File: config.mk
export PLATFORM = sky130hd
export DESIGN_NAME = cau_div
export DESIGN_NICKNAME = d
export VERILOG_FILES = /design/src/rtl/core/cau_pkg.sv /design/src/rtl/core/cau_div.sv
export SDC_FILE = /design/constraint.sdc
export NUM_CORES = 2
export LEC_CHECK = 0
export CORE_MARGIN = 5
export CORE_UTILIZATION = 65
export CTS_BUF_LIST = sky130_fd_sc_hd__clkbuf_16
export DETAILED_ROUTE_END_ITERATION = 7
export DONT_BUFFER_PORTS = 1
export GPL_TIMING_DRIVEN = 0
export PLACE_DENSITY = 0.77
export SYNTH_ARGS = -nofsm -noshare
export SYNTH_HDL_FRONTEND = slang
export SYNTH_SLANG_ARGS = --single-unit
File: constraint.sdc
create_clock -name i_clk -period 5.1 [get_ports i_clk]
set_clock_uncertainty 0.05 [all_clocks]
set_input_delay 1.275 -clock i_clk [delete_from_list [all_inputs] [get_ports i_clk]]
set_output_delay 1.275 -clock i_clk [all_outputs]
set_load 0.005 [all_outputs]
File: src/rtl/core/cau_pkg.sv
// Shared types, constants and helpers for the complex arithmetic unit.
`default_nettype none

package cau_pkg;

    localparam int FRAC_BITS_DEF = 8;
    localparam int RES_W         = 16;
    localparam int RES_MAX       = 32767;
    localparam int RES_MIN_MAG   = 32768;

    // quotient bits resolved by the divider; larger quotients are flagged as overflow
    localparam int QUOT_W     = 17;
    localparam int DIV_LAT    = QUOT_W + 2;
    localparam int ROOT_W     = 16;
    localparam int SQRT_STEPS = ROOT_W;
    localparam int SQRT_LAT   = SQRT_STEPS + 1;

    typedef enum logic [2:0] {
        MODE_ADD  = 3'd0,
        MODE_SUB  = 3'd1,
        MODE_MUL  = 3'd2,
        MODE_DIV  = 3'd3,
        MODE_CONJ = 3'd4,
        MODE_MAG  = 3'd5
    } t_mode;

    typedef struct packed {
        logic signed [RES_W-1:0] val;
        logic                    sat;
    } t_clamp;

    typedef struct packed {
        logic signed [RES_W-1:0] re;
        logic signed [RES_W-1:0] im;
        logic                    dz;
        logic                    sat;
    } t_res;

    function automatic t_clamp clamp16(input logic signed [33:0] v);
        t_clamp c;
        if (v > 34'sd32767) begin
            c.val = 16'sh7fff;
            c.sat = 1'b1;
        end else if (v < -34'sd32768) begin
            c.val = 16'sh8000;
            c.sat = 1'b1;
        end else begin
            c.val = v[15:0];
            c.sat = 1'b0;
        end
        return c;
    endfunction

endpackage

`default_nettype wire

File: src/rtl/core/cau_div.sv
// Pipelined restoring divider: floor(num * 2^F / den) with sign, clamped to 16 bits.
`default_nettype none

module cau_div #(
    parameter int FRAC_BITS = cau_pkg::FRAC_BITS_DEF
) (
    input  logic                i_clk,
    input  logic                i_en,
    input  logic [31:0]         i_num,
    input  logic                i_neg,
    input  logic [31:0]         i_den,
    output cau_pkg::t_clamp     o_quot
);

    localparam int NUM_W = 32 + FRAC_BITS;
    localparam int QW    = cau_pkg::QUOT_W;

    typedef struct packed {
        logic [32:0]   rem;
        logic [QW-1:0] low;
        logic [QW-1:0] quot;
        logic [31:0]   den;
        logic          ovf;
        logic          neg;
    } t_step;

    t_step r_st [QW+1];
    t_step n_st [QW+1];
    cau_pkg::t_clamp r_quot;
    cau_pkg::t_clamp n_quot;

    logic [NUM_W-1:0] num_sh;
    logic [NUM_W-1:0] num_hi;
    logic [32:0]      shifted;
    logic [QW:0]      mag;

    assign num_sh = NUM_W'(i_num) << FRAC_BITS;
    assign num_hi = num_sh >> QW;

    always_comb begin
        // init: quotient fits in QW bits only if the high part is below den
        n_st[0].ovf  = num_hi >= NUM_W'(i_den);
        n_st[0].rem  = 33'(num_hi);
        n_st[0].low  = num_sh[QW-1:0];
        n_st[0].quot = '0;
        n_st[0].den  = i_den;
        n_st[0].neg  = i_neg;
        shifted      = '0;
        for (int k = 1; k <= QW; k++) begin
            n_st[k] = r_st[k-1];
            shifted = {r_st[k-1].rem[31:0], r_st[k-1].low[QW-1]};
            n_st[k].low = r_st[k-1].low << 1;
            if (shifted >= {1'b0, r_st[k-1].den}) begin
                n_st[k].rem  = shifted - {1'b0, r_st[k-1].den};
                n_st[k].quot = {r_st[k-1].quot[QW-2:0], 1'b1};
            end else begin
                n_st[k].rem  = shifted;
                n_st[k].quot = {r_st[k-1].quot[QW-2:0], 1'b0};
            end
        end
    end

    always_comb begin
        // negative quotients round toward minus infinity
        mag = {1'b0, r_st[QW].quot} + {{QW{1'b0}}, |r_st[QW].rem};
        if (r_st[QW].neg) begin
            n_quot.sat = r_st[QW].ovf || (mag > (QW+1)'(cau_pkg::RES_MIN_MAG));
            n_quot.val = n_quot.sat ? 16'sh8000 : 16'(~mag + 1'b1);
        end else begin
            n_quot.sat = r_st[QW].ovf || (r_st[QW].quot > QW'(cau_pkg::RES_MAX));
            n_quot.val = n_quot.sat ? 16'sh7fff : r_st[QW].quot[15:0];
        end
    end

    always_ff @(posedge i_clk) begin
        if (i_en) begin
            for (int k = 0; k <= QW; k++) begin
                r_st[k] <= n_st[k];
            end
            r_quot <= n_quot;
        end
    end

    assign o_quot = r_quot;

endmodule

`default_nettype wire

==> flow_results.xml <==
<?xml version="1.0" encoding="UTF-8"?>
<metrics>
  <group name="routing">
    <metric name="starting_drc_count_in_detailed_routing" unit="">4987</metric>
    <metric name="remaining_drc_errors" unit="">0</metric>
    <metric name="vias_per_cell" unit="">6.15</metric>
    <metric name="routedWlPerCell" unit="µm">21.4</metric>
    <metric name="route.antenna.remaining_nets" unit="">0</metric>
    <metric name="drt_pre_antenna_iters" unit="">6</metric>
    <metric name="wirelength" unit="mm">184</metric>
    <metric name="routed-via-count" unit="">53000</metric>
  </group>
  <group name="finish">
    <metric name="final_core_util" unit="%">71.3</metric>
    <metric name="area.growth.synth_to_final" unit="%">9.08</metric>
    <metric name="post_route_cells_drive_above_1_share" unit="%">8.76</metric>
    <metric name="fin_nets" unit="">7608</metric>
  </group>
  <group name="placed_design">
    <metric name="port-buffer-count" unit="">0</metric>
    <metric name="detailedPlace.worstSlack" unit="ns">-0.166</metric>
    <metric name="detailed_placer_s_ending_hpwl" unit="mm">137</metric>
    <metric name="final_wtd_congestion" unit="">0.922</metric>
  </group>
  <group name="clock_network">
    <metric name="clkSlewWorstSetupHoldPaths" unit="ns">0.06</metric>
    <metric name="clkLatencyLatePin" unit="ns">0.77</metric>
    <metric name="tritoncts" unit="">yes</metric>
    <metric name="cts-htree-levels" unit="">4</metric>
    <metric name="cts-buffers-inserted" unit="">145</metric>
    <metric name="clock_sinks" unit="">1363</metric>
    <metric name="clock_path_buffers" unit="">3</metric>
    <metric name="clk_root_buffer_cell" unit="">sky130_fd_sc_hd__clkbuf_16</metric>
  </group>
  <group name="timing">
    <metric name="report.final.slew_viol_count" unit="">0</metric>
    <metric name="finalHoldViolCount" unit="">0</metric>
    <metric name="final_min_period_over_clock_period" unit="%">98.0</metric>
    <metric name="finalWorstSetupSlack" unit="ns">0.103</metric>
    <metric name="fmaxAchievable" unit="MHz">200</metric>
    <metric name="setup_viol_count_final" unit="">0</metric>
    <metric name="worst_slew_margin_rel" unit="%">18.0</metric>
    <metric name="max_slew.worst_pin.slew" unit="ns">1.23</metric>
    <metric name="timing.final.crit_period" unit="ns">5.00</metric>
  </group>
  <group name="worst_setup_path">
    <metric name="worstReg2RegStart" unit="">r_st[5][82]</metric>
    <metric name="crit_required" unit="ns">5.52</metric>
    <metric name="arrival_time_worst_endpoint" unit="ns">5.42</metric>
    <metric name="reg2reg_slack" unit="ns">0.10</metric>
    <metric name="endpoint_kind" unit="">flop</metric>
    <metric name="critical_path.max_fanout" unit="">10</metric>
    <metric name="worst-r2r-cell-count" unit="">12</metric>
    <metric name="r2r_end" unit="">r_st[6][82]</metric>
    <metric name="critPathKind" unit="">reg -&gt; reg</metric>
    <metric name="timing.critical_path.from_type" unit="">flop</metric>
  </group>
  <group name="synthesis">
    <metric name="count_of_flip_flops_with_a_built_in_enable_after_synthesis" unit="">1363</metric>
    <metric name="yosys_most_used_dff" unit="">sky130_fd_sc_hd__edfxtp_1</metric>
    <metric name="synth.avg_cell_area" unit="µm²">11.3</metric>
    <metric name="synth.cell_area" unit="µm²">77200</metric>
    <metric name="synth.yosys.seq_area_share" unit="%">53.0</metric>
    <metric name="syn_inst" unit="">6805</metric>
    <metric name="postSynth.asyncResetShare" unit="%">0</metric>
    <metric name="synth.net_count" unit="">7451</metric>
    <metric name="share_of_yosys_cell_area_claimed_by_the_top_area_cell_type" unit="%">53.0</metric>
    <metric name="yosys_warnings" unit="">0</metric>
    <metric name="synth.largest_area_cell" unit="">sky130_fd_sc_hd__edfxtp_1</metric>
    <metric name="ys_top_cells_by_area" unit="">sky130_fd_sc_hd__edfxtp_1, sky130_fd_sc_hd__ha_1, sky130_fd_sc_hd__a21oi_1</metric>
    <metric name="ys_seq_elements" unit="">1363</metric>
    <metric name="synth.lib_cells_used.distinct" unit="">91</metric>
  </group>
  <group name="pwr">
    <metric name="irDropWorstVdd" unit="mV">0.439</metric>
    <metric name="p_per_cell_area" unit="nW/µm²">613</metric>
    <metric name="leakage" unit="nW">34.4</metric>
  </group>
  <group name="floorplan">
    <metric name="dieWidth" unit="µm">355</metric>
    <metric name="fp-row-count" unit="">126</metric>
    <metric name="io-pin-count" unit="">84</metric>
    <metric name="die_area" unit="µm²">126000</metric>
    <metric name="initial_utilization" unit="%">65.4</metric>
    <metric name="die_h" unit="µm">355</metric>
    <metric name="core_area" unit="µm²">118000</metric>
  </group>
  <group name="worst_hold_path">
    <metric name="hp-class" unit="">reg -&gt; reg</metric>
    <metric name="hold_path_startpoint" unit="">r_st[16][35]</metric>
    <metric name="worstHoldPathCells" unit="">0</metric>
    <metric name="timing.hold.worst_endpoint" unit="">r_st[17][36]</metric>
  </group>
  <group name="global_route">
    <metric name="gr_util_all_layers" unit="%">28.7</metric>
    <metric name="grt_remaining_overflow" unit="">0</metric>
    <metric name="first_global_vias" unit="">51400</metric>
    <metric name="grt_max_degree" unit="">1364</metric>
    <metric name="antenna_found_initial" unit="">2</metric>
    <metric name="wire_length_of_the_first_global_routing_pass" unit="mm">283</metric>
  </group>
  <group name="flow_run">
    <metric name="max_cap_viol_count" unit="">0</metric>
  </group>
  <group name="run_status">
    <metric name="run_status" unit="">complete, no violations</metric>
  </group>
</metrics>
-- layout make-up --
type                            instances  area [µm²]
Antenna cell                            2        5.00
Multi-Input combinational cell       4589       33000
Fill cell                            8346       33900
Clock inverter                        113        1130
Tap cell                             1536        1920
Timing Repair Buffer                   10         215
Buffer                                165         743
Inverter                              688        2580
Sequential cell                      1363       40900
Clock buffer                          147        3680
-- cell usage in the layout (no fill, tap or decap), drive strengths merged, types with 254 or more instances in the layout --
| master | Yosys | layout |
|---|---|---|
| a21oi | 664 | 664 |
| xnor2 | 302 | 302 |
| nand2 | 357 | 357 |
| ha | 562 | 562 |
| o21ai | 362 | 362 |
| a21o | 280 | 280 |
| mux2 | 280 | 280 |
| inv | 688 | 710 |
| nor2 | 443 | 443 |
| edfxtp | 1363 | 1363 |
| clkbuf | 107 | 254 |
-- how the worst max path moves through the flow --
stage | startpoint | end | slack, ns | depth (start not counted)
after floorplan | r_st[17][73] | o_quot[12] | 1.22 | 20
after global placement | r_st[3][73] | r_st[4][92] | -0.21 | 13
after detailed placement | r_st[3][9] | r_st[4][92] | -0.17 | 14
after CTS | r_st[17][95] | o_quot[5] | 0.03 | 18
after global routing | r_st[17][96] | o_quot[5] | -0.06 | 21
final | r_st[5][82] | r_st[6][82] | 0.10 | 12
-- worst max-delay path, stage by stage (launching register included) --
cell                       delay, ns
sky130_fd_sc_hd__edfxtp_1       0.45
sky130_fd_sc_hd__ha_1           0.44
sky130_fd_sc_hd__nand4_1        0.18
sky130_fd_sc_hd__or2_2          0.39
sky130_fd_sc_hd__nor2_1         0.27
sky130_fd_sc_hd__a221oi_1       0.24
sky130_fd_sc_hd__a31oi_1        0.53
sky130_fd_sc_hd__nand3_1        0.21
sky130_fd_sc_hd__and2_1         0.29
sky130_fd_sc_hd__o311ai_4       0.65
sky130_fd_sc_hd__buf_2          0.41
sky130_fd_sc_hd__buf_2          0.40
sky130_fd_sc_hd__a21oi_1        0.19
-- synthesized netlist by cell type (8+ instances only) --
library cell	number
sky130_fd_sc_hd__inv_1	688
sky130_fd_sc_hd__and3_1	51
sky130_fd_sc_hd__o22ai_1	14
sky130_fd_sc_hd__a221o_1	20
sky130_fd_sc_hd__o21ai_1	17
sky130_fd_sc_hd__nor3_1	77
sky130_fd_sc_hd__clkbuf_1	107
sky130_fd_sc_hd__mux2_2	280
sky130_fd_sc_hd__a31o_2	15
sky130_fd_sc_hd__buf_2	39
sky130_fd_sc_hd__o21ai_0	336
sky130_fd_sc_hd__o21ai_2	8
sky130_fd_sc_hd__o31a_1	17
sky130_fd_sc_hd__nor2_1	442
sky130_fd_sc_hd__a21boi_0	19
sky130_fd_sc_hd__edfxtp_1	1363
sky130_fd_sc_hd__o21bai_1	55
sky130_fd_sc_hd__and2_1	29
sky130_fd_sc_hd__a41oi_1	12
sky130_fd_sc_hd__xor2_1	161
sky130_fd_sc_hd__nand3_1	111
sky130_fd_sc_hd__or2_2	14
sky130_fd_sc_hd__nor4_1	34
sky130_fd_sc_hd__mux2i_1	21
sky130_fd_sc_hd__a211o_1	12
sky130_fd_sc_hd__fa_1	17
sky130_fd_sc_hd__o211ai_1	20
sky130_fd_sc_hd__and4_1	9
sky130_fd_sc_hd__nand2b_1	74
sky130_fd_sc_hd__nor2b_1	114
sky130_fd_sc_hd__a21o_1	280
sky130_fd_sc_hd__nand2_1	357
sky130_fd_sc_hd__o31ai_1	26
sky130_fd_sc_hd__a31oi_1	64
sky130_fd_sc_hd__o2111ai_1	9
sky130_fd_sc_hd__a211oi_1	36
sky130_fd_sc_hd__a21oi_1	663
sky130_fd_sc_hd__or3_1	15
sky130_fd_sc_hd__xnor2_1	302
sky130_fd_sc_hd__a221oi_1	16
sky130_fd_sc_hd__nand4_1	88
sky130_fd_sc_hd__o21a_1	88
sky130_fd_sc_hd__ha_1	562
-- cell families (layout without fill, tap and decap cells) --
| family | Yosys count | in the layout | synth area share, % |
|---|---|---|---|
| AO/OA/AOI/OAI | 1799 | 1799 | 14.6 |
| XOR/XNOR | 463 | 463 | 5.25 |
| adder cells (fa/ha/maj) | 579 | 579 | 9.55 |
| buffers and inverters | 853 | 1123 | 4.31 |
| flip-flops | 1363 | 1363 | 53.0 |
| multiplexers | 301 | 301 | 4.36 |
| other | 0 | 2 | 0 |
| AND/OR/NAND/NOR | 1447 | 1447 | 8.96 |
-- flip-flops by register name (all words and copies together) (netlist names) --
signal and flops:
o_quot 17, r_st 1346
-- metal layers --
layer | share of wire (%) | GRT usage, % | wire length (µm) | vias to the layer above
met4 | 4.6 | 12.0 | 8450 | 0
li1 | - | - | - | 25400
met3 | 6.0 | 4.04 | 11000 | 404
met5 | 0 | 0 | 0 | -
met1 | 41 | 37.2 | 75300 | 25500
met2 | 48 | 48.7 | 89200 | 1716
-- through the flow --
stage | area [µm²] | instances | TNS [ns] | total power [W] | hold slack [ns]
2_1_floorplan | 77200 | 6805 | 0 | 0.0344 | 0.350
3_3_place_gp | 79100 | 8341 | -2.08 | 0.0398 | 0.350
3_5_place_dp | 79100 | 8341 | -2.79 | 0.0403 | 0.355
4_1_cts | 84000 | 8601 | 0 | 0.0512 | 0.361
5_1_grt | 84200 | 8611 | -0.222 | 0.0546 | 0.362
6_report | 84200 | 8613 | 0 | 0.0516 | 0.349
-- power by group --
part | internal [W] | switching, W | total (W)
Sequential | 0.0162 | 0.00168 | 0.0179
Clock | 0.00622 | 0.00439 | 0.0106
Combinational | 0.00988 | 0.0132 | 0.0231
Total | 0.0323 | 0.0193 | 0.0516
-- timing repair --
action                     4_1_cts  5_1_grt
hold buffers                     0        0
gates resized for setup          4        6
buffers inserted                 0        3
setup endpoints to repair       43       86
pin swaps                        0        2
hold endpoints to repair         0        0
No activity file was read; power rests on OpenSTA's default activity.
