[src/rtl/core/cau_pkg.sv]
// Shared types, constants and helpers for the complex arithmetic unit.
`default_nettype none

package cau_pkg;

    localparam int FRAC_BITS_DEF = 8;
    localparam int RES_W         = 16;
    localparam int RES_MAX       = 32767;
    localparam int RES_MIN_MAG   = 32768;

    // quotient bits resolved by the divider; larger quotients are flagged as overflow
    localparam int QUOT_W     = 17;
    localparam int DIV_LAT    = QUOT_W + 2;
    localparam int ROOT_W     = 16;
    localparam int SQRT_STEPS = ROOT_W;
    localparam int SQRT_LAT   = SQRT_STEPS + 1;

    typedef enum logic [2:0] {
        MODE_ADD  = 3'd0,
        MODE_SUB  = 3'd1,
        MODE_MUL  = 3'd2,
        MODE_DIV  = 3'd3,
        MODE_CONJ = 3'd4,
        MODE_MAG  = 3'd5
    } t_mode;

    typedef struct packed {
        logic signed [RES_W-1:0] val;
        logic                    sat;
    } t_clamp;

    typedef struct packed {
        logic signed [RES_W-1:0] re;
        logic signed [RES_W-1:0] im;
        logic                    dz;
        logic                    sat;
    } t_res;

    function automatic t_clamp clamp16(input logic signed [33:0] v);
        t_clamp c;
        if (v > 34'sd32767) begin
            c.val = 16'sh7fff;
            c.sat = 1'b1;
        end else if (v < -34'sd32768) begin
            c.val = 16'sh8000;
            c.sat = 1'b1;
        end else begin
            c.val = v[15:0];
            c.sat = 1'b0;
        end
        return c;
    endfunction

endpackage

`default_nettype wire

[src/rtl/core/cau_sqrt.sv]
// Pipelined integer square root, one root bit per stage, clamped to 16 bits signed.
`default_nettype none

module cau_sqrt (
    input  logic            i_clk,
    input  logic            i_en,
    input  logic [31:0]     i_val,
    output cau_pkg::t_clamp o_root
);

    localparam int SQ = cau_pkg::SQRT_STEPS;
    localparam int RW = cau_pkg::ROOT_W;

    typedef struct packed {
        logic [RW+1:0] rem;
        logic [RW-1:0] root;
        logic [31:0]   bits;
    } t_step;

    t_step r_st [SQ];
    t_step n_st [SQ];
    t_step src;
    cau_pkg::t_clamp r_root;

    logic [RW+3:0] cur;
    logic [RW+3:0] trial;

    always_comb begin
        src   = '0;
        cur   = '0;
        trial = '0;
        for (int k = 0; k < SQ; k++) begin
            if (k == 0) begin
                src      = '0;
                src.bits = i_val;
            end else begin
                src = r_st[k-1];
            end
            cur   = {src.rem, src.bits[31:30]};
            trial = {2'b00, src.root, 2'b01};
            n_st[k].bits = src.bits << 2;
            if (cur >= trial) begin
                n_st[k].rem  = (RW+2)'(cur - trial);
                n_st[k].root = {src.root[RW-2:0], 1'b1};
            end else begin
                n_st[k].rem  = cur[RW+1:0];
                n_st[k].root = {src.root[RW-2:0], 1'b0};
            end
        end
    end

    always_ff @(posedge i_clk) begin
        if (i_en) begin
            for (int k = 0; k < SQ; k++) begin
                r_st[k] <= n_st[k];
            end
            r_root.sat <= r_st[SQ-1].root[RW-1];
            r_root.val <= r_st[SQ-1].root[RW-1] ? 16'sh7fff : r_st[SQ-1].root;
        end
    end

    assign o_root = r_root;

endmodule

`default_nettype wire

[config.mk]
export PLATFORM = sky130hd
export DESIGN_NAME = cau_sqrt
export DESIGN_NICKNAME = d
export VERILOG_FILES = /design/src/rtl/core/cau_pkg.sv /design/src/rtl/core/cau_sqrt.sv
export SDC_FILE = /design/constraint.sdc
export NUM_CORES = 1
export LEC_CHECK = 0
export BUFFER_PORTS_ARGS = -buffer_cell sky130_fd_sc_hd__buf_2
export CORE_UTILIZATION = 41
export CTS_CLUSTER_DIAMETER = 30
export CTS_CLUSTER_SIZE = 25
export DETAILED_ROUTE_END_ITERATION = 10
export GPL_TIMING_DRIVEN = 0
export PLACE_DENSITY = 0.56
export SYNTH_ARGS = -nofsm -noshare
export SYNTH_HDL_FRONTEND = slang
export SYNTH_SLANG_ARGS = --single-unit
[constraint.sdc]
create_clock -name i_clk -period 3.9 [get_ports i_clk]
set_input_delay 0.195 -clock i_clk [delete_from_list [all_inputs] [get_ports i_clk]]
set_output_delay 0.195 -clock i_clk [all_outputs]
set_load 0.01 [all_outputs]
==> impl_metrics.csv, run 1 <==
group,metric,value,unit
cts,clkTransAtPathRegs,0.05,ns
yosys,synthSimpleGateAreaFrac,0.0957,
place,gp_congestion,0.918,
setup_path,max_stage_delay,0.94,ns
yosys,synth_xor_area_frac,0.0551,
floorplanning,ioPinCount,51,
yosys,synth_area,29700,um2
drt,drc,0,
cts,ctsLongestPathBuffers,3,
timing,fin_skew,0.0223,ns
cells_and_area,areaGrowthSynthToFinish,22.4,%
global_routing,grt_pass1_wl,90600,um
timing,rsz0062_at_grt,"false",
setup_path,worstPathRequired,4.32,ns
cts,clock-sinks,642,
setup_path,worstSetupEndpointType,"register",
setup_path,cp-start-kind,"register",
floorplanning,die_h,271,um
yosys,avgSynthCellArea,13.4,um2
timing,setup_viol,0,
timing,max_freq,270,MHz
timing,slew_headroom,0.260,
global_routing,grt_usage,0.152,
cells_and_area,final_common_cell,"edfxtp_1",
setup_path,crit_path_max_fanout,10,
place,port_buffers,49,
yosys,synth_edf_count,642,
floorplanning,core_area,71600,um2
timing,finalCriticalPeriod,3.71,ns
cells_and_area,diodes,0,
yosys,ys_warn_count,0,
drt,wl_per_cell,15.7,um
yosys,synthAdderAreaFrac,0.0644,
place,dpl.hpwl,38000,um
floorplanning,floorplan.die_area,73500,um2
setup_path,critical_path_buf_inv_count,2,
setup_path,critPathArrivalTime,4.13,ns
yosys,ys_types,84,
pwr,power.density,633,nW/um2
yosys,synth_ff_type,"edfxtp_1",
drt,drt_first_pass_iters,5,
floorplanning,rows,98,
setup_path,crit_slowest_cell,"o31ai_1",
timing,hold_viol,0,
pwr,ir_worst_vdd,0.467,mV
floorplanning,floorplan.initialDensity,0.415,
yosys,synth_top_family_by_area,"simple AND/OR/NAND/NOR gates",
cts,cts_tree,"yes",
pwr,p_leak,13.9,nW
cells_and_area,finalNetCount,2627,
timing,post-route-period-util,0.951,
setup_path,path_cells,"inv_1 > ha_1 > nand4_1 > a211oi_1 > nor3_1 > o31ai_1 > buf_2 > mux2_2",
setup_path,crit_type,"register to register",
timing,tightest_slew,1.10,ns
drt,ant_nets,0,
global_routing,grt_pass1_vias,18076,
outcome,status,"finished clean",
drt,num_vias,17942,
floorplanning,die_w,271,um
timing,slew_viol_final,0,
drt,drtIter0Drc,1209,
yosys,muxShareOfSynthArea,0.0187,
global_routing,grt_max_degree,135,
timing,hold_slack,0.203,ns
place,dp_slack,0.224,ns
yosys,synth-seq-cells,642,
yosys,async_flop_share,0,
yosys,postSynthCellCount,2210,
timing,setup_ws,0.190,ns
global_routing,antenna_found_initial,0,
cells_and_area,fillers,6136,
hold_path,hold_path_class,"input port to register",
flow_run,cap_violations,0,
drt,routed_via_density,5.12,
drt,wl,54900,um
setup_path,critical_path.top_delay_family,"compound AO/OA/AOI/OAI gates",
cts,cts_buffers,139,
cts,h-tree-depth,4,
cts,clock_latency,0.70,ns
yosys,synth_seq_area_share,0.649,
yosys,synth_compound_area_frac,0.0880,
cells_and_area,layout_common_cells,"edfxtp_1 (642), inv_1 (187), ha_1 (153)",
cells_and_area,drive_above_1_share,0.145,
cells_and_area,final_util,0.508,
cts,root_buffer,"clkbuf_16",
global_routing,overflow,0,
==> cell usage after synthesis (4+ instances only) <==
library cell / instances / share of area
a211o_1: 6 / 0.0018
and3_1: 6 / 0.0013
nand2b_1: 26 / 0.0055
nand3_1: 43 / 0.0072
buf_2: 11 / 0.0019
ha_1: 153 / 0.064
a2111oi_0: 4 / 0.0012
nor2b_1: 17 / 0.0036
o21bai_1: 10 / 0.0025
a21oi_1: 135 / 0.023
or2_2: 27 / 0.0057
o31ai_1: 10 / 0.0025
a31oi_1: 10 / 0.0021
xnor2_1: 119 / 0.035
nand3b_1: 5 / 0.0013
inv_1: 187 / 0.024
o211ai_1: 18 / 0.0045
nand2_1: 86 / 0.011
nor3b_1: 5 / 0.0013
o311ai_0: 4 / 0.0012
or3_1: 22 / 0.0046
o22ai_1: 4 / 0.00084
a21o_1: 30 / 0.0076
o21ai_0: 71 / 0.012
clkbuf_1: 16 / 0.0020
mux2_2: 42 / 0.016
edfxtp_1: 642 / 0.65
a22oi_1: 4 / 0.0010
o21a_1: 23 / 0.0058
and2_1: 8 / 0.0017
or4_1: 7 / 0.0018
nor4_1: 28 / 0.0059
xor2_1: 68 / 0.020
mux2i_1: 7 / 0.0024
nand4b_1: 6 / 0.0018
nor2_1: 149 / 0.019
o2111ai_1: 6 / 0.0018
a21boi_0: 7 / 0.0018
nor3_1: 68 / 0.011
a211oi_1: 28 / 0.0071
nand4_1: 27 / 0.0057
==> routing by layer <==
layer / wire length [um] / track usage
met5: 0 / 0
met4: 1380 / 0.0664
met3: 3170 / 0.0379
met2: 23800 / 0.223
met1: 26500 / 0.215
==> cell type report <==
class / instances / area (um2) / area share
inverters: 189 / 712 / 0.0196
clock buffers: 159 / 3600 / 0.0989
clock inverters: 94 / 1110 / 0.0305
flip-flops and latches: 642 / 19300 / 0.530
multi-input cells: 1349 / 9580 / 0.264
well taps: 950 / 1190 / 0.0327
plain buffers: 31 / 149 / 0.00410
repair buffers: 88 / 733 / 0.0202
==> metrics by stage <==
step	total power [mW]	setup TNS (ns)	cell area, um2	std cells
final	23.0	0	36300	3502
after global routing	24.0	0	36300	3502
after CTS	23.3	0	36300	3502
after detailed placement	11.6	0	31300	3215
after global placement	11.6	-4348.61	31100	3210
after floorplan	10.8	0	29700	2211
==> repair_timing <==
| action | CTS | global route |
|---|---|---|
| endpoints found under the hold margin | 78 | 0 |
| resized for setup | 0 | 2 |
| hold buffers | 34 | 0 |
| setup buffers | 0 | 0 |
| setup endpoints to repair | 0 | 10 |
==> flip-flops by register name (all words and copies together), names as in the netlist <==
signal  count
r_st      626
o_root     16
==> worst reg2reg max path: cells and delay by family (launching register included) <==
family	cells	cell delay, ns
simple gates	2	0.43
buf+inv	2	0.50
mux	1	0.38
compound gates	2	1.40
flops	1	0.37
fa+ha+maj	1	0.38
==> path summary, 6_finish.rpt <==
kind                  end          from  cells past startpoint  slack (ns)
max          r_st[1][249]  r_st[1][162]                      8        0.19
min           r_st[0][14]     i_val[14]                      2        0.20
max reg2reg  r_st[1][249]  r_st[1][162]                      8        0.19
min reg2reg  r_st[1][153]   r_st[1][87]                      0        0.40
==> power by group <==
group          internal (mW)  switching (mW)
combinational           1.14            1.46
sequential              8.53           0.388
clock                   7.86            3.64
==> logic make-up (layout without fill, tap and decap cells) <==
kind of cell | count (synthesis) | after routing
AOI/OAI and AO/OA | 405 | 405
xor gates and xnor gates | 187 | 187
adders and majority gates | 153 | 153
buffers and inverters | 220 | 561
DFF | 642 | 642
muxes | 50 | 50
other | 1 | 2
and+or+nand+nor | 552 | 552
No activity file was read; power rests on OpenSTA's default activity.
==> run 2, diff against run 1 <==
--- a/config.mk
+++ b/config.mk
@@ -6,6 +6,7 @@
 export NUM_CORES = 1
 export LEC_CHECK = 0
 export BUFFER_PORTS_ARGS = -buffer_cell sky130_fd_sc_hd__buf_2
+export CORE_MARGIN = 4
 export CORE_UTILIZATION = 41
 export CTS_CLUSTER_DIAMETER = 30
 export CTS_CLUSTER_SIZE = 25
==> run 2 against run 1 <==
Global-route usage is 1.1 points lower. Non-clock buffer count rose by 1. Highest routed layer unchanged. Via count decreased by 0.36%. Clock skew up 0.0016 ns. Hold slack better by 0.0037 ns. First-iteration DRC count is 15% higher.
==> impl_metrics.csv, run 2 (synthesis gave the netlist of run 1 again) <==
group,metric,value,unit
cells_and_area,areaGrowthSynthToFinish,21.9,%
setup_path,worstSetupEndpointType,"register",
global_routing,grt_max_degree,137,
timing,fin_skew,0.0239,ns
setup_path,critPathLaunch,"r_st[1][160]",
drt,ant_nets,0,
place,gp_congestion,0.906,
timing,finalCriticalPeriod,3.66,ns
cells_and_area,fillers,6153,
timing,rsz0062_at_grt,"false",
flow_run,cap_violations,0,
drt,drtIter0Drc,1390,
cts,ctsLongestPathBuffers,3,
floorplanning,die_h,277,um
cells_and_area,final_common_cell,"edfxtp_1",
setup_path,reg2reg_slack,0.24,ns
setup_path,critPathArrivalTime,4.09,ns
timing,slew_viol_final,0,
timing,slew_headroom,0.271,
setup_path,cp-start-kind,"register",
pwr,ir_worst_vdd,0.519,mV
floorplanning,die_w,277,um
drt,num_vias,17878,
drt,drt_first_pass_iters,5,
setup_path,crit_slowest_cell,"o31ai_1",
global_routing,antenna_found_initial,0,
hold_path,hold_path_class,"input port to register",
setup_path,path_cells,"inv_1 > ha_1 > nand4_1 > a211oi_1 > nor3_1 > o31ai_1 > buf_2 > mux2_2",
timing,hold_viol,0,
cts,h-tree-depth,4,
cts,clock_latency,0.69,ns
timing,setup_ws,0.236,ns
setup_path,crit_type,"register to register",
cts,cts_buffers,136,
floorplanning,floorplan.die_area,76800,um2
cts,root_buffer,"clkbuf_16",
place,dpl.hpwl,38500,um
cells_and_area,largest_reg_flops,626,
floorplanning,ioPinCount,51,
cells_and_area,layout_common_cells,"edfxtp_1 (642), inv_1 (187), ha_1 (153)",
setup_path,r2r_start,"r_st[1][160]",
outcome,status,"finished clean",
cells_and_area,diodes,0,
setup_path,max_stage_delay,0.92,ns
timing,post-route-period-util,0.940,
cts,cts_tree,"yes",
hold_path,min_from,"i_val[25]",
global_routing,grt_usage,0.142,
place,dp_slack,0.306,ns
floorplanning,floorplan.initialDensity,0.415,
timing,hold_slack,0.207,ns
global_routing,grt_pass1_vias,17672,
cells_and_area,finalNetCount,2625,
cells_and_area,drive_above_1_share,0.146,
pwr,p_leak,13.8,nW
timing,max_freq,273,MHz
setup_path,worstPathRequired,4.32,ns
place,port_buffers,49,
pwr,power.density,623,nW/um2
hold_path,holdPathEnd,"r_st[0][25]",
setup_path,r2r_end,"r_st[1][249]",
setup_path,r2r_cells,8,
floorplanning,rows,98,
cts,clkTransAtPathRegs,0.05,ns
hold_path,hold_depth,2,
drt,wl,55100,um
cts,cts_setup_buffers,0,
timing,tightest_slew,1.09,ns
cts,clock-sinks,642,
timing,setup_viol,0,
global_routing,overflow,0,
drt,drc,0,
floorplanning,core_area,71600,um2
cells_and_area,top_register,"r_st",
setup_path,crit_path_max_fanout,10,
global_routing,grt_pass1_wl,89400,um
drt,wl_per_cell,15.7,um
drt,routed_via_density,5.11,
[run 2: cell count changes in the layout (fill, tap and decap cells not counted), moves of 2 or more]
cell,previous run,this run
bufinv_16,19,13
clkbuf_1,34,36
clkbuf_16,141,139
clkinv_1,24,19
inv_6,7,9
[run 2: stage by stage]
stage	std cells	area (um2)	TNS, ns	util	power (mW)
3_3_place_gp	3210	31100	-4357.28	0.435	11.6
6_report	3499	36200	0	0.506	22.5
2_1_floorplan	2211	29700	0	-	10.8
4_1_cts	3499	36200	0	0.505	22.8
3_5_place_dp	3216	31300	0	0.437	11.6
5_1_grt	3499	36200	0	0.506	23.6
[run 2: cell type report]
cell class	instances	area (um2)	area share
clock inverter	90	985	0.0272
sequential	642	19300	0.532
clock buffer	159	3550	0.0981
tap	950	1190	0.0328
timing repair buffer	89	761	0.0210
multi-input combinational	1349	9580	0.265
buffer	31	149	0.00411
inverter	189	712	0.0197
[run 2: worst max path at each step]
stage	end	slack, ns	depth (start not counted)
5_1_grt	r_st[1][113]	0.01	11
3_5_place_dp	r_st[1][305]	0.31	9
6_report	r_st[1][249]	0.24	8
2_1_floorplan	r_st[1][439]	1.15	10
4_1_cts	r_st[1][305]	0.30	9
3_3_place_gp	r_st[0][510]	-6.89	1
[run 2: timing repair]
item | 4_1_cts | 5_1_grt
resized for setup | 0 | 2
hold buffers | 34 | 0
endpoints found under the hold margin | 75 | 0
setup endpoints to repair | 0 | 6
[run 2: worst max-delay path: cells and delay by family, from the launching register on]
| family | cells | cell delay [ns] |
|---|---|---|
| AND/OR/NAND/NOR | 2 | 0.44 |
| buffers and inverters | 2 | 0.49 |
| adder cells (fa/ha/maj) | 1 | 0.37 |
| multiplexers | 1 | 0.37 |
| AO/OA/AOI/OAI | 2 | 1.37 |
| flip-flops | 1 | 0.36 |
[run 2: layer usage]
metal / vias up / GRT usage / part of all wire
met1: 8497 / 0.199 / 0.47
met2: 495 / 0.209 / 0.44
met3: 99 / 0.0396 / 0.066
li1: 8787 / - / -
met5: - / 0 / 0
met4: 0 / 0.0560 / 0.023
[run 2: power by group]
| group | switching (mW) | internal, mW |
|---|---|---|
| Clock | 3.63 | 7.41 |
| Combinational | 1.45 | 1.14 |
| Sequential | 0.390 | 8.52 |
| Total | 5.47 | 17.1 |
==> run 3, diff against run 2 <==
--- a/config.mk
+++ b/config.mk
@@ -6,10 +6,10 @@
 export NUM_CORES = 1
 export LEC_CHECK = 0
 export BUFFER_PORTS_ARGS = -buffer_cell sky130_fd_sc_hd__buf_2
-export CORE_MARGIN = 4
+export CORE_ASPECT_RATIO = 2
 export CORE_UTILIZATION = 41
 export CTS_CLUSTER_DIAMETER = 30
-export CTS_CLUSTER_SIZE = 25
+export CTS_CLUSTER_SIZE = 30
 export DETAILED_ROUTE_END_ITERATION = 10
 export GPL_TIMING_DRIVEN = 0
 export PLACE_DENSITY = 0.56
==> run 3 against run 2 <==
Combinational power up 6%. Clock power down 10%. Core utilization is 1.1 points lower. Maximum frequency shrank 2.0%. Hold slack improved by 0.0082 ns. Setup slack got worse by 0.074 ns. Final area decreased by 2.1%. Largest cell class unchanged.
==> impl_metrics.csv, run 3 (synthesis gave the netlist of run 1 again) <==
group,metric,value,unit
setup_path,worstSetupEndpointType,"register",
cells_and_area,drive_above_1_share,0.140,
cts,cts_buffers,104,
global_routing,grt_max_degree,129,
cells_and_area,largest_reg_flops,626,
floorplanning,ioPinCount,51,
timing,slew_viol_final,0,
cells_and_area,areaGrowthSynthToFinish,19.3,%
floorplanning,die_w,192,um
drt,wl,66800,um
setup_path,crit_path_max_fanout,10,
timing,fin_skew,0.0342,ns
setup_path,worstPathRequired,4.29,ns
timing,max_freq,267,MHz
cells_and_area,top_register,"r_st",
setup_path,critPathArrivalTime,4.13,ns
global_routing,antenna_found_initial,0,
timing,fin_tns_setup,0,ns
floorplanning,floorplan.die_area,73600,um2
timing,setup_viol,0,
pwr,p_int,16.0,mW
timing,hold_viol,0,
drt,dr_wl_met2,41900,um
timing,tightest_slew,1.09,ns
pwr,power_frac_comb,0.127,
setup_path,crit_type,"register to register",
cts,h-tree-depth,3,
timing,rsz0062_at_grt,"false",
setup_path,critical_path_buf_inv_count,3,
flow_run,cap_violations,0,
cts,clock-sinks,642,
floorplanning,floorplan.initialDensity,0.415,
drt,wl_met3,1900,um
cts,root_buffer,"clkbuf_16",
floorplanning,rows,139,
drt,met1_length,17400,um
place,dpl.hpwl,48800,um
timing,slew_headroom,0.268,
drt,drt_first_pass_iters,8,
setup_path,crit_slowest_cell,"a211o_1",
hold_path,hold_path_class,"input port to register",
drt,wl_per_cell,19.6,um
drt,drtIter0Drc,687,
cells_and_area,finalNetCount,2592,
pwr,power_switching,5.55,mW
cells_and_area,layout_common_cells,"edfxtp_1 (642), inv_1 (187), ha_1 (153)",
place,gp_congestion,0.904,
outcome,status,"finished clean",
pwr,seq_power_share,0.413,
global_routing,grt_pass1_vias,19919,
drt,ant_nets,0,
cts,cts_setup_buffers,0,
cts,clock_latency,0.69,ns
drt,routed_via_density,5.33,
timing,finalCriticalPeriod,3.74,ns
global_routing,overflow,0,
pwr,power.density,608,nW/um2
pwr,ir_worst_vdd,0.417,mV
cells_and_area,diodes,0,
global_routing,grt_usage,0.185,
drt,drc,0,
cells_and_area,final_util,0.495,
cts,ctsLongestPathBuffers,3,
floorplanning,core_area,71700,um2
drt,routed.top_layer,"met4",
setup_path,path_cells,"ha_1 > nand4_1 > a211o_1 > a211oi_1 > and3b_1 > inv_1 > buf_2 > buf_2 > a21oi_1",
pwr,switching_share,0.257,
pwr,power_frac_clock,0.459,
place,port_buffers,49,
floorplanning,die_h,383,um
cells_and_area,final_common_cell,"edfxtp_1",
setup_path,critPathMostFrequentCell,"buf_2",
setup_path,max_stage_delay,0.48,ns
setup_path,cp-start-kind,"register",
timing,post-route-period-util,0.959,
pwr,p_leak,13.5,nW
global_routing,grt_pass1_wl,101000,um
cts,cts_tree,"yes",
drt,num_vias,18178,
setup_path,critical_path.top_delay_family,"buffers and inverters",
cts,clkTransAtPathRegs,0.06,ns
[run 3: cell count changes in the layout (fill, tap and decap cells not counted), sizes merged]
| cell | before | now |
|---|---|---|
| clkbuf | 175 | 125 |
| clkinv | 51 | 36 |
| inv | 199 | 209 |
| bufinv | 13 | 20 |
| clkinvlp | 16 | 11 |
| buf | 70 | 69 |
[run 3: final cells by class]
cell class / instances / area (um2)
Fill cell: 6078 / 36200
Sequential cell: 642 / 19300
Multi-Input combinational cell: 1349 / 9590
Clock buffer: 109 / 2640
Clock inverter: 87 / 1190
Tap cell: 916 / 1150
Timing Repair Buffer: 88 / 733
Inverter: 189 / 712
Buffer: 31 / 150
[run 3: through the flow]
step | cell area, um2 | setup slack [ns] | hold WS [ns] | power [mW] | std cells
finish | 35400 | 0.162 | 0.215 | 21.6 | 3411
global route | 35400 | 0.0913 | 0.195 | 22.4 | 3411
CTS | 35400 | 0.0398 | 0.155 | 21.8 | 3411
detailed placement | 31200 | -0.168 | 0.373 | 11.7 | 3181
global placement | 31100 | -7.22 | 0.373 | 11.8 | 3176
floorplan | 29700 | 1.15 | 0.294 | 10.8 | 2211
[run 3: worst reg2reg max path, delay by kind of cell, from the launching register on]
| family | cells | cell delay (ns) |
|---|---|---|
| AOI/OAI and AO/OA | 3 | 0.88 |
| buffers and inverters | 3 | 1.04 |
| adders and majority gates | 1 | 0.42 |
| DFF | 1 | 0.39 |
| and+or+nand+nor | 2 | 0.73 |
[run 3: repair_timing]
item	in CTS	in global routing
cloned	0	0
resized for setup	4	1
endpoints found under the setup margin	17	4
hold buffers	34	0
hold endpoints to repair	92	0
[run 3: worst paths after layout]
kind / from / end / slack (ns) / depth (start not counted)
max reg2reg: r_st[1][305] / r_st[1][377] / 0.16 / 9
max: r_st[1][305] / r_st[1][377] / 0.16 / 9
min: i_val[13] / r_st[0][13] / 0.22 / 2
min reg2reg: r_st[0][343] / r_st[0][409] / 0.41 / 0
[run 3: power by group through the flow]
stage                     clock [mW]  sequential [mW]  combinational [mW]
after detailed placement           0             9.05                2.70
final                           9.90             8.91                2.75
after floorplan                    0             8.89                1.89
after CTS                       10.1             8.91                2.75
after global routing            10.4             8.98                3.02
after global placement             0             9.15                2.60
[run 3: layer usage]
metal  GRT usage  up-vias
li1            -     8682
met1       0.116     8863
met2       0.403      403
met3      0.0299      230
met4       0.159        0
met5           0        -
